File: src/hw/rtl/rc4v_pkg.sv
// Shared constants and types of the RC4-variant table decryptor.
// No dependencies; the front end, queue, back end and top level import it.
package rc4v_pkg;

	localparam int MAX_KEY_BYTES = 256;
	localparam int KEY_IDX_W     = (MAX_KEY_BYTES > 1) ? $clog2(MAX_KEY_BYTES) : 1;
	localparam int KEY_CNT_W     = $clog2(MAX_KEY_BYTES + 1);

	// The command queue depth must be a power of two.
	localparam int QUEUE_DEPTH = 4;
	localparam int QUEUE_PTR_W = $clog2(QUEUE_DEPTH);

	localparam logic [7:0] BYTE_MAX = 8'd255;

	typedef enum logic {
		CMD_KEY  = 1'b0,
		CMD_DATA = 1'b1
	} cmd_kind_t;

	typedef struct packed {
		cmd_kind_t  kind;
		logic [7:0] value;
		logic       last;
	} cmd_t;

endpackage

File: src/hw/rtl/rc4v_cmd_queue.sv
// Short command queue between the front end and the back end.
// Depends on rc4v_pkg.
module rc4v_cmd_queue (
	input  logic            clk,
	input  logic            arst_n,
	input  logic            push_valid,
	input  rc4v_pkg::cmd_t  push_cmd,
	output logic            push_ready,
	output logic            head_valid,
	output rc4v_pkg::cmd_t  head_cmd,
	input  logic            pop
);
	import rc4v_pkg::*;

	cmd_t                   entry_q [QUEUE_DEPTH];
	logic [QUEUE_PTR_W-1:0] wr_ptr_q;
	logic [QUEUE_PTR_W-1:0] rd_ptr_q;
	logic [QUEUE_PTR_W:0]   count_q;
	logic                   do_push;
	logic                   do_pop;

	assign push_ready = count_q != (QUEUE_PTR_W + 1)'(QUEUE_DEPTH);
	assign head_valid = count_q != '0;
	assign head_cmd   = entry_q[rd_ptr_q];
	assign do_push    = push_valid && push_ready;
	assign do_pop     = pop && head_valid;

	always_ff @(posedge clk) begin
		if (do_push) begin
			entry_q[wr_ptr_q] <= push_cmd;
		end
	end

	always_ff @(posedge clk or negedge arst_n) begin
		if (!arst_n) begin
			wr_ptr_q <= '0;
			rd_ptr_q <= '0;
			count_q  <= '0;
		end else begin
			if (do_push) begin
				wr_ptr_q <= wr_ptr_q + QUEUE_PTR_W'(1);
			end
			if (do_pop) begin
				rd_ptr_q <= rd_ptr_q + QUEUE_PTR_W'(1);
			end
			case ({do_push, do_pop})
				2'b10:   count_q <= count_q + (QUEUE_PTR_W + 1)'(1);
				2'b01:   count_q <= count_q - (QUEUE_PTR_W + 1)'(1);
				default: count_q <= count_q;
			endcase
		end
	end

endmodule

File: config.mk
export PLATFORM = sky130hd
export DESIGN_NAME = rc4v_cmd_queue
export DESIGN_NICKNAME = d
export VERILOG_FILES = /design/src/hw/rtl/rc4v_pkg.sv /design/src/hw/rtl/rc4v_cmd_queue.sv
export SDC_FILE = /design/constraint.sdc
export NUM_CORES = 1
export LEC_CHECK = 0
export BUFFER_PORTS_ARGS = -buffer_cell sky130_fd_sc_hd__clkbuf_2
export CORE_MARGIN = 5
export CORE_UTILIZATION = 37
export DETAILED_ROUTE_END_ITERATION = 12
export REMOVE_ABC_BUFFERS = 1
export SYNTH_ARGS = -nofsm -noshare
export SYNTH_HDL_FRONTEND = slang
export SYNTH_SLANG_ARGS = --single-unit
File: constraint.sdc
create_clock -name clk -period 2.3 [get_ports clk]
set_input_delay 0 -clock clk [delete_from_list [all_inputs] [get_ports clk]]
set_output_delay 0 -clock clk [all_outputs]
set_load 0.005 [all_outputs]
==> impl_metrics.ini <==
[setup_path]
worst_setup_path_start_kind = register
crit_required_ns = 2.52
cp.arrival_ns = 2.38
critical_path.max_fanout = 6
endpoint_kind = register
criticalPathCategory = register to register

[synth]
synth_xor_area_share_pct = 2.81
yosysUniqueCellTypes = 19
synth-seq-area-share_pct = 73.7
synth_area_in_compound_gates_pct = 0.536
synthCells = 89
synth_ff_type = sky130_fd_sc_hd__edfxtp_1
synth_simple_gate_area_share_pct = 3.48
synth_async_reset_ratio_pct = 14.9
synthesis.yosys.warnings = 0
synth-seq-cells = 47
synth-edff-count = 40
post_synth_mux_area_share_pct = 13.4
average_footprint_of_a_synthesized_cell_um2 = 21.0
ys_top_cells_by_area = sky130_fd_sc_hd__edfxtp_1 (64%), sky130_fd_sc_hd__mux4_2 (12%), sky130_fd_sc_hd__dfrtp_1 (9.4%)
synthAdderAreaFrac_pct = 4.42
cell_taking_the_most_area_after_synthesis = sky130_fd_sc_hd__edfxtp_1
main_combinational_cell_family_by_area_after_synthesis = multiplexers
yosysTopAreaCellShare_pct = 64.3
synth.cell_area_mm2 = 0.00187

[floorplan]
floorplan.die.width_um = 81.1
fp.dieH_um = 81.1
start_util_pct = 38.8
die-area_mm2 = 0.00657
ios = 26
design.core.area_mm2 = 0.00482
fp-row-count = 25

[power]
seq_power_share_pct = 48.7
comb_power_share_pct = 33.2
p_sw_share_pct = 29.7
total_power_mw = 2.65
net_sw_power_mw = 0.788
power_density_mw_per_mm2 = 1140
intPower_mw = 1.86
clock_power_share_pct = 18.0
ir_worst_vdd_v = 0.000518
static_leakage_nw = 0.874

[detailed_routing]
dr_iter_0_viols = 90
route.antenna.remaining_nets = 0
wl_um = 3100
drcViolationCount = 0
route.vias.total = 937
dr_pass1_iterations = 4
routed_via_density = 4.59
routedWlPerCell_um = 15.2

[timing]
final_hold_viol_count = 0
fmaxAchievable_ghz = 0.463
final.period_utilization_pct = 94.0
totalNegativeSetupSlack_ns = 0
clock_period_minus_final_worst_setup_slack_ns = 2.16
worst_slew_margin_relative_to_its_limit_pct = 64.7
grt_setup_unrepaired = no
worst_path_setup_slack_after_routing_ns = 0.138
clock-skew-final_ns = 0.00511
timing.final.setup_violations = 0
timing.final.max_slew_violations = 0
finalHoldWorstSlack_ns = 0.0713
least_margin_pin_slew_ns = 0.530

[status]
outcome = complete, no violations

[grt]
globalRouteTotalUtil_pct = 10.8
grt_first_pass_wirelength_um = 5040
grt_antenna_before_repair = 0
number_of_global_route_vias_before_repair = 1031
global_route.overflow_total = 0
grt_max_degree = 16

[cells_and_area]
layout_commonest_cell = sky130_fd_sc_hd__edfxtp_1
fill_cells = 439
layout-area-overhead-vs-synth_pct = 24.0
multi_input_area_um2 = 463
sequential_cell_area_mm2 = 0.00138
finalNetCount = 156
drive_above_1_share_pct = 43.8
fin_util_pct = 48.1
most-common-layout-cells = sky130_fd_sc_hd__edfxtp_1 (40), sky130_fd_sc_hd__clkbuf_2 (25), sky130_fd_sc_hd__dlygate4sd3_1 (11)
stdcell_area_mm2 = 0.00232
antennaDiodeCount = 0
final_cell_count_no_fill = 204

[cts]
cts_tree = yes
clockRootBuffer = sky130_fd_sc_hd__clkbuf_8
cts.sinks = 47
cts_buffer_count = 5
cts_max_level = 2
clock_pin_slew_on_the_worst_setup_and_hold_paths_ns = 0.08
clock_path_buffers = 2
worst_skew_pair.late_latency_ns = 0.30

[placement]
dpl.cell_count = 180
place_hpwl_um = 2030
dpl-instance-area_mm2 = 0.00208
place_congestion = 0.871
numPortBuffers = 25
preCtsSetupSlack_ns = 0.102

[run]
timing.max_cap.violations = 0

[hold_path]
worstHoldPathType = primary input to register
[worst max-delay path, stage by stage (launching register included)]
cell and delay (ns):
sky130_fd_sc_hd__dfrtp_1 0.41, sky130_fd_sc_hd__or3b_4 0.44, sky130_fd_sc_hd__and2_4 0.17, sky130_fd_sc_hd__inv_1 0.06
sky130_fd_sc_hd__ha_2 0.16, sky130_fd_sc_hd__inv_1 0.05, sky130_fd_sc_hd__fa_1 0.36, sky130_fd_sc_hd__xor2_1 0.15
sky130_fd_sc_hd__nor2_1 0.13, sky130_fd_sc_hd__xor2_1 0.16
[area by class of cell]
cell class                      count  area share [%]
Sequential cell                    47            59.5
Multi-Input combinational cell     34            20.0
Timing Repair Buffer               42            12.1
Tap cell                           67            3.62
Clock buffer                        5            2.97
Inverter                            6           0.972
Clock inverter                      3           0.864
[timing repair]
| action | CTS | global route |
|---|---|---|
| buffers inserted | 0 | 5 |
| gates resized for setup | 0 | 2 |
| endpoints found under the hold margin | 47 | 0 |
| hold buffers | 11 | 0 |
| setup endpoints to repair | 0 | 1 |
[layer usage]
| layer | wire length (um) | part of all wire, % | GRT usage, % |
|---|---|---|---|
| met5 | 0 | 0 | 0 |
| met4 | 63 | 2.0 | 6.08 |
| met2 | 1550 | 50 | 17.2 |
| met1 | 1360 | 44 | 13.2 |
| met3 | 129 | 4.2 | 3.10 |
[power groups by stage]
stage               clock network, mW  logic (mW)  registers [mW]
finish                          0.478       0.881            1.29
global route                    0.536       0.978            1.31
CTS                             0.495       0.833            1.30
detailed placement                  0       0.816            1.32
global placement                    0       0.811            1.31
floorplan                           0       0.525            1.29
[final timing paths]
path / from / end / slack, ns / depth (start not counted)
setup / recovery: count_q[1] / count_q[2] / 0.14 / 9
hold / removal: push_valid / wr_ptr_q[0] / 0.07 / 3
setup reg to reg: count_q[1] / count_q[2] / 0.14 / 9
hold reg to reg: wr_ptr_q[1] / wr_ptr_q[1] / 0.59 / 1
max in group asynchronous: arst_n / count_q[0] / 2.03 / 2
min in group asynchronous: arst_n / count_q[2] / 0.08 / 2
[registers in the layout, summed over array words and instances (netlist names)]
signal    flops
rd_ptr_q      2
entry_q      40
wr_ptr_q      2
count_q       3
[kinds of logic (layout without fill, tap and decap cells)]
| group | after synthesis | in the layout |
|---|---|---|
| adders and majority gates | 6 | 6 |
| xor gates and xnor gates | 6 | 6 |
| buffers and inverters | 8 | 56 |
| DFF | 47 | 47 |
| AOI/OAI and AO/OA | 1 | 1 |
| muxes | 12 | 12 |
| and+or+nand+nor | 9 | 9 |
[synthesized netlist by cell type, types with 3 or more instances]
master	number
sky130_fd_sc_hd__dfrtp_1	7
sky130_fd_sc_hd__xnor2_1	3
sky130_fd_sc_hd__mux4_2	10
sky130_fd_sc_hd__edfxtp_1	40
sky130_fd_sc_hd__inv_1	6
sky130_fd_sc_hd__and3_2	4
sky130_fd_sc_hd__ha_1	5
sky130_fd_sc_hd__xor2_1	3
Note: power is estimated with default switching activity, not from simulation.
