<file path="config.mk">
export PLATFORM = sky130hd
export DESIGN_NAME = rc4v_front_flat
export DESIGN_NICKNAME = d
export VERILOG_FILES = /design/src/hw/rtl/rc4v_pkg.sv /design/src/hw/rtl/rc4v_if.sv /design/src/hw/rtl/rc4v_front.sv /design/src/flat_wrapper.sv
export SDC_FILE = /design/constraint.sdc
export NUM_CORES = 1
export LEC_CHECK = 0
export ABC_AREA = 1
export BUFFER_PORTS_ARGS = -buffer_cell sky130_fd_sc_hd__buf_4
export CAP_MARGIN = 20
export CORE_AREA = 4 4 41 43
export CTS_CLUSTER_SIZE = 40
export DETAILED_ROUTE_END_ITERATION = 7
export DIE_AREA = 0 0 45 47
export PLACE_DENSITY = 0.61
export REMOVE_ABC_BUFFERS = 1
export SYNTH_ARGS = -nofsm -noshare
export SYNTH_HDL_FRONTEND = slang
export SYNTH_SLANG_ARGS = --single-unit
</file>
<file path="constraint.sdc">
create_clock -name clk -period 1.2 [get_ports clk]
set_input_delay 0.12 -clock clk [delete_from_list [all_inputs] [get_ports clk]]
set_output_delay 0.12 -clock clk [all_outputs]
set_load 0.005 [all_outputs]
</file>
<file path="src/hw/rtl/rc4v_pkg.sv">
// Shared constants and types of the RC4-variant table decryptor.
// No dependencies; the front end, queue, back end and top level import it.
package rc4v_pkg;

	localparam int MAX_KEY_BYTES = 256;
	localparam int KEY_IDX_W     = (MAX_KEY_BYTES > 1) ? $clog2(MAX_KEY_BYTES) : 1;
	localparam int KEY_CNT_W     = $clog2(MAX_KEY_BYTES + 1);

	// The command queue depth must be a power of two.
	localparam int QUEUE_DEPTH = 4;
	localparam int QUEUE_PTR_W = $clog2(QUEUE_DEPTH);

	localparam logic [7:0] BYTE_MAX = 8'd255;

	typedef enum logic {
		CMD_KEY  = 1'b0,
		CMD_DATA = 1'b1
	} cmd_kind_t;

	typedef struct packed {
		cmd_kind_t  kind;
		logic [7:0] value;
		logic       last;
	} cmd_t;

endpackage

</file>
<file path="src/hw/rtl/rc4v_if.sv">
// Valid/ready channel interfaces for the request and result streams.
// No dependencies.
interface rc4v_in_if;
	logic       valid;
	logic       ready;
	logic       operation;
	logic [7:0] value;
	logic       last_key;

	modport source (output valid, operation, value, last_key, input ready);
	modport sink (input valid, operation, value, last_key, output ready);
endinterface


</file>
<file path="src/hw/rtl/rc4v_front.sv">
// Front end: accepts requests and classifies them into key or data commands.
// Depends on rc4v_pkg and rc4v_in_if.
module rc4v_front (
	input  logic            clk,
	input  logic            arst_n,
	rc4v_in_if.sink         item,
	output logic            push_valid,
	output rc4v_pkg::cmd_t  push_cmd,
	input  logic            push_ready
);
	import rc4v_pkg::*;

	logic cmd_valid_q;
	cmd_t cmd_q;

	assign item.ready = !cmd_valid_q || push_ready;
	assign push_valid = cmd_valid_q;
	assign push_cmd   = cmd_q;

	always_ff @(posedge clk or negedge arst_n) begin
		if (!arst_n) begin
			cmd_valid_q <= 1'b0;
			cmd_q       <= '0;
		end else if (item.valid && item.ready) begin
			cmd_valid_q <= 1'b1;
			cmd_q.kind  <= item.operation ? CMD_DATA : CMD_KEY;
			cmd_q.value <= item.value;
			// A last mark only means something on a key byte.
			cmd_q.last  <= item.last_key && !item.operation;
		end else if (push_ready) begin
			cmd_valid_q <= 1'b0;
		end
	end

endmodule

</file>
<file path="src/flat_wrapper.sv">
// flat-port wrapper written by rule: the top's interface ports become plain ports
module rc4v_front_flat import rc4v_pkg::*;
  (clk, arst_n, push_valid, push_cmd, push_ready, item_valid, item_operation, item_value, item_last_key, item_ready);
  rc4v_in_if item_i ();
  input  logic clk;
  input  logic arst_n;
  output logic push_valid;
  output rc4v_pkg::cmd_t push_cmd;
  input  logic push_ready;
  input wire logic [$bits(item_i.valid)-1:0] item_valid;
  input wire logic [$bits(item_i.operation)-1:0] item_operation;
  input wire logic [$bits(item_i.value)-1:0] item_value;
  input wire logic [$bits(item_i.last_key)-1:0] item_last_key;
  output wire logic [$bits(item_i.ready)-1:0] item_ready;
  assign item_i.valid = item_valid;
  assign item_i.operation = item_operation;
  assign item_i.value = item_value;
  assign item_i.last_key = item_last_key;
  assign item_ready = item_i.ready;
  rc4v_front u_core (.clk(clk), .arst_n(arst_n), .item(item_i), .push_valid(push_valid), .push_cmd(push_cmd), .push_ready(push_ready));
endmodule
</file>
==> run metrics, run 1 <==
post-DR vias/cell=4.66; Post-Syn Instances=50; setup TNS=0 ps; CP Launch Type=flip-flop; Min-Delay Endpoint=u_core.push_cmd[6]; Max Cap Violations=0; Hold Crit Class=input port to flip-flop; hold path depth=3; Peak VDD IR=0.000676 V; Mean Syn Cell Area=9.26 sq um; Vias=429; post-route cell area=678 sq um; CTS tree=built; initial antenna violation count=0; Cell Area, Synth=463 sq um; combinational group share of total power=22.6%; critical path's largest stage delay=410 ps; Yosys cell types=9; critical path's slowest cell=dfrtp_1; Fillers=131; share of flip-flops with an asynchronous set or reset=100%; Ys Warns=0; Vert. Die Dim=47 microns; dpl cells=88; largest net degree at the start of global routing=12; Top delay family on crit path=flip-flops; DIE AREA=2120 sq um; switch share=26.1%; clock share of power=27.2%; Sequential Power Share=50.2%; Sw Pwr=0.234 mW; Static Leak=0.388 nW; CORE AREA=1300 sq um; r2r setup slk=210 ps; Worst EP required=1080 ps; Fmax=0.943 GHz; NumNets Final=92; CP bufs+invs=1; most instantiated cells after synthesis=nand2_1 (20), dfrtp_1 (11), nand3_1 (10); Post-synth EDFFs=0; final hold slack=82.9 ps; Worst EP arrival=940 ps; grt ovf=0; Final Core Density=52.1%; DP HPWL=875 microns; Max H-tree Level=1; final count of hold timing violations=0; post-synthesis sequential area ratio=59.5%; CTS buffer count=3; Slew @ Worst Pin=213 ps; Int Power=0.664 mW; PortBufs=25; Area Overhead vs Synth=46.5%; crit path cell chain=nand2_4, buf_4; final wirelength=1090 microns; leading area contributor after synthesis=dfrtp_1; fin crit share=88.4%; # rows=13; Synth area leaders=dfrtp_1 (59%), nand2_1 (16%), nand3_1 (11%); Placed Area=644 sq um; origin of the worst min-delay path=item_value[5]; Worst Clk Skew=6.93 ps; fin. max-slew vios=0; Top FF cell, synth=dfrtp_1; CTS Root Cell=clkbuf_4; Max clock buf depth=2; DRC violations left=0; Setup Crit Path Kind=flip-flop to primary output; register clock-pin slew on the reported worst setup and hold paths=70 ps; Reg2Reg Depth=4; Crit. End Element=primary output; diode count=0; Slew Limit Headroom=85.7%; final non-filler cell total=92; Crit Path Max Fanout=13; die width=45 microns; Critical R2R Capture=u_core.push_cmd[2]; cell with the most instances after synthesis=nand2_1; min Tclk post-route=1060 ps; TritonRoute pass-1 iters=4; Synth Register Bits=11; FF-to-FF Start=u_core.push_valid; share of layout cells above drive strength 1=40.3%; Final ANT Viol Nets=0; initial DRC count=2; vias in the first global route=443; power per standard cell area=1320 nW/um^2; initial core utilization=35.6%; share of the synthesized area in the top cell type=59.5%; status=complete, no violations; first-pass GRT wire length=1850 microns; clock sinks=11; worst skew pair latency=260 ps; Placer Congestion=0.676; Global Route Usage Sum=12.5%; RSZ-0062 raised after global routing=false; Final setup viols=0; IO Pins=26; per-cell routed wire length=11.9 microns
## power by group through the flow
stage / logic (mW) / registers (mW) / clock network (mW)
6_report: 0.203 / 0.451 / 0.244
5_1_grt: 0.229 / 0.456 / 0.288
4_1_cts: 0.211 / 0.451 / 0.258
3_5_place_dp: 0.209 / 0.456 / 0
3_3_place_gp: 0.205 / 0.456 / 0
2_1_floorplan: 0.0597 / 0.457 / 0
## placed cells by master, fill, tap and decap left out
cell type	synthesis	final
nand2_2	3	2
nand3_1	10	10
clkbuf_1	0	1
nand2_1	20	20
clkbuf_4	0	3
inv_1	2	2
buf_4	1	25
nand2_4	0	1
dfrtp_1	11	11
nor2_1	1	1
dlygate4sd3_1	0	1
## logic make-up (layout without fill, tap and decap cells)
group	count (synthesis)	after routing	synth area share, %
flops	11	11	59.5
buf+inv	5	32	8.65
simple gates	34	34	31.9
## routing by layer
metal,global-route usage [%],share of wire [%],up-vias
li1,-,-,210
met1,16.2,43,198
met2,19.2,47,21
met3,3.83,9.6,0
met4,5.26,0,0
met5,0,0,-
## tightest hold or removal path, cell delays in order
cell and delay (ps):
buf_4 80, nand3_1 60, nand2_1 60
## through the flow
step                      setup WS [ps]  total power [mW]
after floorplan                     252             0.517
after global placement              285             0.662
after detailed placement            249             0.665
after CTS                         0.331             0.920
after global routing               63.3             0.973
final                               140             0.898
## worst max path at each step
stage               slack [ps]                 end  cells after the start         startpoint
finish                     140          item_ready                      2  u_core.push_valid
global route                60          item_ready                      2  u_core.push_valid
CTS                        0.3          item_ready                      3  u_core.push_valid
detailed placement         250  u_core.push_cmd[2]                      4  u_core.push_valid
global placement           290  u_core.push_cmd[6]                      4  u_core.push_valid
floorplan                  250  u_core.push_cmd[1]                      4  u_core.push_valid
## final cells by class
type	count	area (sq um)	area share [%]
inverters	2	7.51	1.11
well taps	15	18.8	2.77
multi-input cells	34	153	22.5
repair buffers	26	198	29.2
clock buffers	4	26.3	3.87
flip-flops and latches	11	275	40.6
## sequential cells by signal, summed over array words and instances, names as in the netlist
name and count:
u_core.push_valid 1, u_core.push_cmd 10
## repair_timing
| action | CTS | global route |
|---|---|---|
| endpoints found under the setup margin | 0 | 1 |
| hold buffers | 1 | 0 |
| buffers inserted | 0 | 0 |
| endpoints found under the hold margin | 11 | 0 |
| resized for setup | 0 | 1 |
Power figures use the tool's default switching activity.
==> inputs of run 2 (changes only) <==
--- a/config.mk
+++ b/config.mk
@@ -6,7 +6,7 @@
 export NUM_CORES = 1
 export LEC_CHECK = 0
 export ABC_AREA = 1
-export BUFFER_PORTS_ARGS = -buffer_cell sky130_fd_sc_hd__buf_4
+export BUFFER_PORTS_ARGS = -buffer_cell sky130_fd_sc_hd__buf_2
 export CAP_MARGIN = 20
 export CORE_AREA = 4 4 41 43
 export CTS_CLUSTER_SIZE = 40
==> run metrics, run 2 (synthesis results as in run 1) <==
Worst Clk Skew=5.24 ps; CTS buffer count=3; Max clock buf depth=2; grt ovf=0; clock sinks=11; fin crit share=94.2%; CTS tree=built; Slew Limit Headroom=83.6%; Area Overhead vs Synth=35.9%; fin. max-slew vios=0; initial antenna violation count=0; DRC violations left=0; TritonRoute pass-1 iters=5; status=complete, no violations; register clock-pin slew on the reported worst setup and hold paths=70 ps; origin of the worst min-delay path=item_value[6]; area of the multi-input gates=148 sq um; # rows=13; setup TNS=0 ps; Reg2Reg Depth=4; first-pass GRT wire length=1570 microns; post-DR vias/cell=4.43; diode count=0; final count of hold timing violations=0; Worst EP required=1080 ps; Crit. End Element=primary output; CTS Root Cell=clkbuf_4; CORE AREA=1300 sq um; Peak VDD IR=0.000823 V; Critical R2R Capture=u_core.push_cmd[8]; Fillers=142; CP Launch Point=u_core.push_valid; final non-filler cell total=94; vias in the first global route=383; Worst EP arrival=1010 ps; Pwr Total=0.867 mW; Static Leak=0.374 nW; PortBufs=25; Max H-tree Level=1; Final setup viols=0; Global Route Usage Sum=11.1%; r2r setup slk=300 ps; NumNets Final=94; final wirelength=1030 microns; worst skew pair latency=270 ps; Max Cap Violations=0; DP HPWL=775 microns; Hold Crit Class=input port to flip-flop; Crit Path Max Fanout=9; IO Pins=26; worst setup path end=item_ready; die width=45 microns; dpl cells=88; Placer Congestion=0.696; commonest non-fill, non-tap cell in the layout=buf_2; per-cell routed wire length=11.0 microns; power per standard cell area=1380 nW/um^2; Final ANT Viol Nets=0; DIE AREA=2120 sq um; max FFs per register=10; CP Launch Type=flip-flop; RSZ-0062 raised after global routing=false; Slew @ Worst Pin=246 ps; Vert. Die Dim=47 microns; share of layout cells above drive strength 1=41.8%; Reg area=275 sq um; FF-to-FF Start=u_core.push_valid; largest net degree at the start of global routing=12; initial DRC count=6; Vias=416; initial core utilization=35.6%; min Tclk post-route=1130 ps; Setup Crit Path Kind=flip-flop to primary output; Fmax=0.884 GHz; most frequent cells in the layout=buf_2 (25), nand2_1 (20), dfrtp_1 (11), nand3_1 (10)
run 2: changes by cell type in the layout (fill, tap and decap cells not counted):
cell / previous run / this run
nand2_4: 1 / 0
buf_6: 0 / 1
buf_4: 25 / 1
buf_2: 0 / 25
nand2_2: 2 / 3
run 2: layout make-up:
class                   instances  share of cell area (%)
multi-input cells              34                    23.5
repair buffers                 28                    24.5
flip-flops and latches         11                    43.7
inverters                       2                    1.19
clock buffers                   4                    4.17
well taps                      15                    2.98
run 2: worst min path at each step:
stage,to,slack [ps],cells past startpoint
floorplan,u_core.push_cmd[0],-180,0
global placement,u_core.push_cmd[0],4,1
detailed placement,u_core.push_cmd[0],2,1
CTS,u_core.push_cmd[7],70,3
global route,u_core.push_cmd[8],80,3
finish,u_core.push_cmd[7],80,3
run 2: repair_timing:
item | CTS | global route
setup buffers | 0 | 1
resized for setup | 0 | 1
setup endpoints to repair | 0 | 1
hold buffers | 1 | 0
endpoints found under the hold margin | 11 | 0
run 2: layer usage:
metal,wire length [microns],up-vias,track usage [%]
li1,-,214,-
met5,0,-,0
met1,442,180,12.2
met3,126,0,8.81
met2,464,22,17.2
met4,0,0,1.75
run 2: stage by stage:
stage / util (%) / area (sq um) / worst slack, ps / hold slack [ps]
CTS: 47.5 / 618 / 17.2 / 73.6
global route: 48.4 / 629 / 8.86 / 76.8
floorplan: - / 430 / 252 / -176
global placement: 44.7 / 582 / 325 / 3.54
finish: 48.4 / 629 / 69.4 / 75.8
detailed placement: 44.7 / 582 / 299 / 2.14
run 2: where the power goes:
part	internal [mW]	switching (mW)
Sequential	0.420	0.0261
Clock	0.129	0.120
Combinational	0.0847	0.0878
Total	0.633	0.234
run 2: worst max-delay path: stages, from the launching register on:
cell and delay [ps]:
dfrtp_1 380, nand2_2 110, buf_6 140, buf_2 110
==> inputs of run 3 (changes only) <==
--- a/config.mk
+++ b/config.mk
@@ -9,11 +9,13 @@
 export BUFFER_PORTS_ARGS = -buffer_cell sky130_fd_sc_hd__buf_2
 export CAP_MARGIN = 20
 export CORE_AREA = 4 4 41 43
+export CTS_CLUSTER_DIAMETER = 40
 export CTS_CLUSTER_SIZE = 40
 export DETAILED_ROUTE_END_ITERATION = 7
 export DIE_AREA = 0 0 45 47
 export PLACE_DENSITY = 0.61
 export REMOVE_ABC_BUFFERS = 1
+export SETUP_SLACK_MARGIN = 0.3
 export SYNTH_ARGS = -nofsm -noshare
 export SYNTH_HDL_FRONTEND = slang
 export SYNTH_SLANG_ARGS = --single-unit
==> run metrics, run 3 (synthesis results as in run 1) <==
final hold slack=76.9 ps; first-pass GRT wire length=1800 microns; most frequent cells in the layout=buf_2 (24), nand2_1 (14), buf_4 (12), dfrtp_1 (11), nand3_1 (10); # rows=13; Worst EP required=1080 ps; fin crit share=86.8%; PortBufs=25; dpl cells=88; initial core utilization=35.6%; Area Overhead vs Synth=68.9%; die width=45 microns; critical path's slowest cell=dfrtp_1; CP Launch Type=flip-flop; setup TNS=0 ps; CTS tree=built; Global Route Usage Sum=12.7%; Final setup viols=0; per-cell routed wire length=11.7 microns; CTS buffer count=3; largest net degree at the start of global routing=12; grt ovf=0; Slew Limit Headroom=76.6%; CTS Root Cell=clkbuf_4; area of the multi-input gates=196 sq um; critical path's largest stage delay=390 ps; commonest non-fill, non-tap cell in the layout=buf_2; Pwr Total=0.982 mW; TritonRoute pass-1 iters=2; fin. max-slew vios=0; Reg area=275 sq um; Vert. Die Dim=47 microns; Fmax=0.960 GHz; share of layout cells above drive strength 1=56.5%; initial DRC count=1; register clock-pin slew on the reported worst setup and hold paths=70 ps; initial antenna violation count=0; Final ANT Viol Nets=0; Vias=476; IO Pins=26; worst skew pair latency=270 ps; DIE AREA=2120 sq um; Top delay family on crit path=flip-flops; diode count=0; Max H-tree Level=1; most used cell, CP=buf_6; NumNets Final=107; CP bufs+invs=2; Hold Crit Class=input port to flip-flop; Static Leak=0.449 nW; DRC violations left=0; final non-filler cell total=107; max FFs per register=10; min Tclk post-route=1040 ps; final wirelength=1260 microns; power per standard cell area=1260 nW/um^2; clock sinks=11; RSZ-0062 raised after global routing=true; Setup Crit Path Kind=flip-flop to primary output; Slew @ Worst Pin=351 ps; status=complete, no violations; CORE AREA=1300 sq um; DP HPWL=775 microns; Max clock buf depth=2; Crit. End Element=primary output; crit path cell chain=nand2_2, buf_6, buf_6; final count of hold timing violations=0; Max Cap Violations=0; Placer Congestion=0.696; Crit Path Max Fanout=2; vias in the first global route=441; Peak VDD IR=0.000845 V; Worst EP arrival=920 ps; Fillers=124; Worst Clk Skew=4.39 ps; post-DR vias/cell=4.45
## run 3: cell count changes in the layout (fill, tap and decap cells not counted), sizes merged
cell,previous run,this run
buf,27,39
nand2,23,24
## run 3: what timing repair did
item	in CTS	in global routing
setup endpoints to repair	19	23
pin swaps	1	0
cloned	0	1
resized for setup	4	9
buffers inserted	6	7
hold buffers	1	0
endpoints found under the hold margin	11	0
## run 3: routing by layer
| layer | share of wire (%) | up-vias | track usage [%] |
|---|---|---|---|
| met5 | 0 | - | 0 |
| met4 | 0 | 0 | 1.75 |
| met3 | 9.4 | 0 | 9.20 |
| met2 | 51 | 20 | 22.6 |
| met1 | 39 | 215 | 12.2 |
| li1 | - | 241 | - |
## run 3: tightest hold or removal path: stages
cell and delay, ps:
buf_2 80, nand3_1 60, nand2_1 60
## run 3: final cells by class
class                           instances  share of cell area (%)
Clock buffer                            4                    3.36
Inverter                                2                   0.960
Multi-Input combinational cell         35                    25.1
Sequential cell                        11                    35.2
Tap cell                               15                    2.40
Timing Repair Buffer                   40                    33.0
## run 3: final timing paths
| check | depth (start not counted) | startpoint | slack [ps] | endpoint |
|---|---|---|---|---|
| worst max-delay path | 3 | u_core.push_valid | 160 | item_ready |
| worst min-delay path | 3 | item_value[6] | 80 | u_core.push_cmd[7] |
| worst max register to register | 6 | u_core.push_valid | 200 | u_core.push_cmd[8] |
| worst min register to register | 2 | u_core.push_cmd[6] | 470 | u_core.push_cmd[6] |
| max in group asynchronous | 2 | arst_n | 750 | u_core.push_valid |
| min in group asynchronous | 2 | arst_n | 240 | u_core.push_cmd[7] |
## run 3: stage by stage
stage / util [%] / setup WS (ps) / area [sq um]
5_1_grt: 60.1 / 112 / 782
6_report: 60.1 / 158 / 782
4_1_cts: 52.8 / 167 / 687
2_1_floorplan: - / 252 / 430
3_3_place_gp: 44.7 / 325 / 582
3_5_place_dp: 44.7 / 299 / 582
## run 3: power breakdown
part / leakage (nW) / switching [mW] / internal [mW]
Clock: 0.0150 / 0.119 / 0.129
Sequential: 0.135 / 0.0253 / 0.420
Combinational: 0.299 / 0.127 / 0.162
Total: 0.449 / 0.271 / 0.711
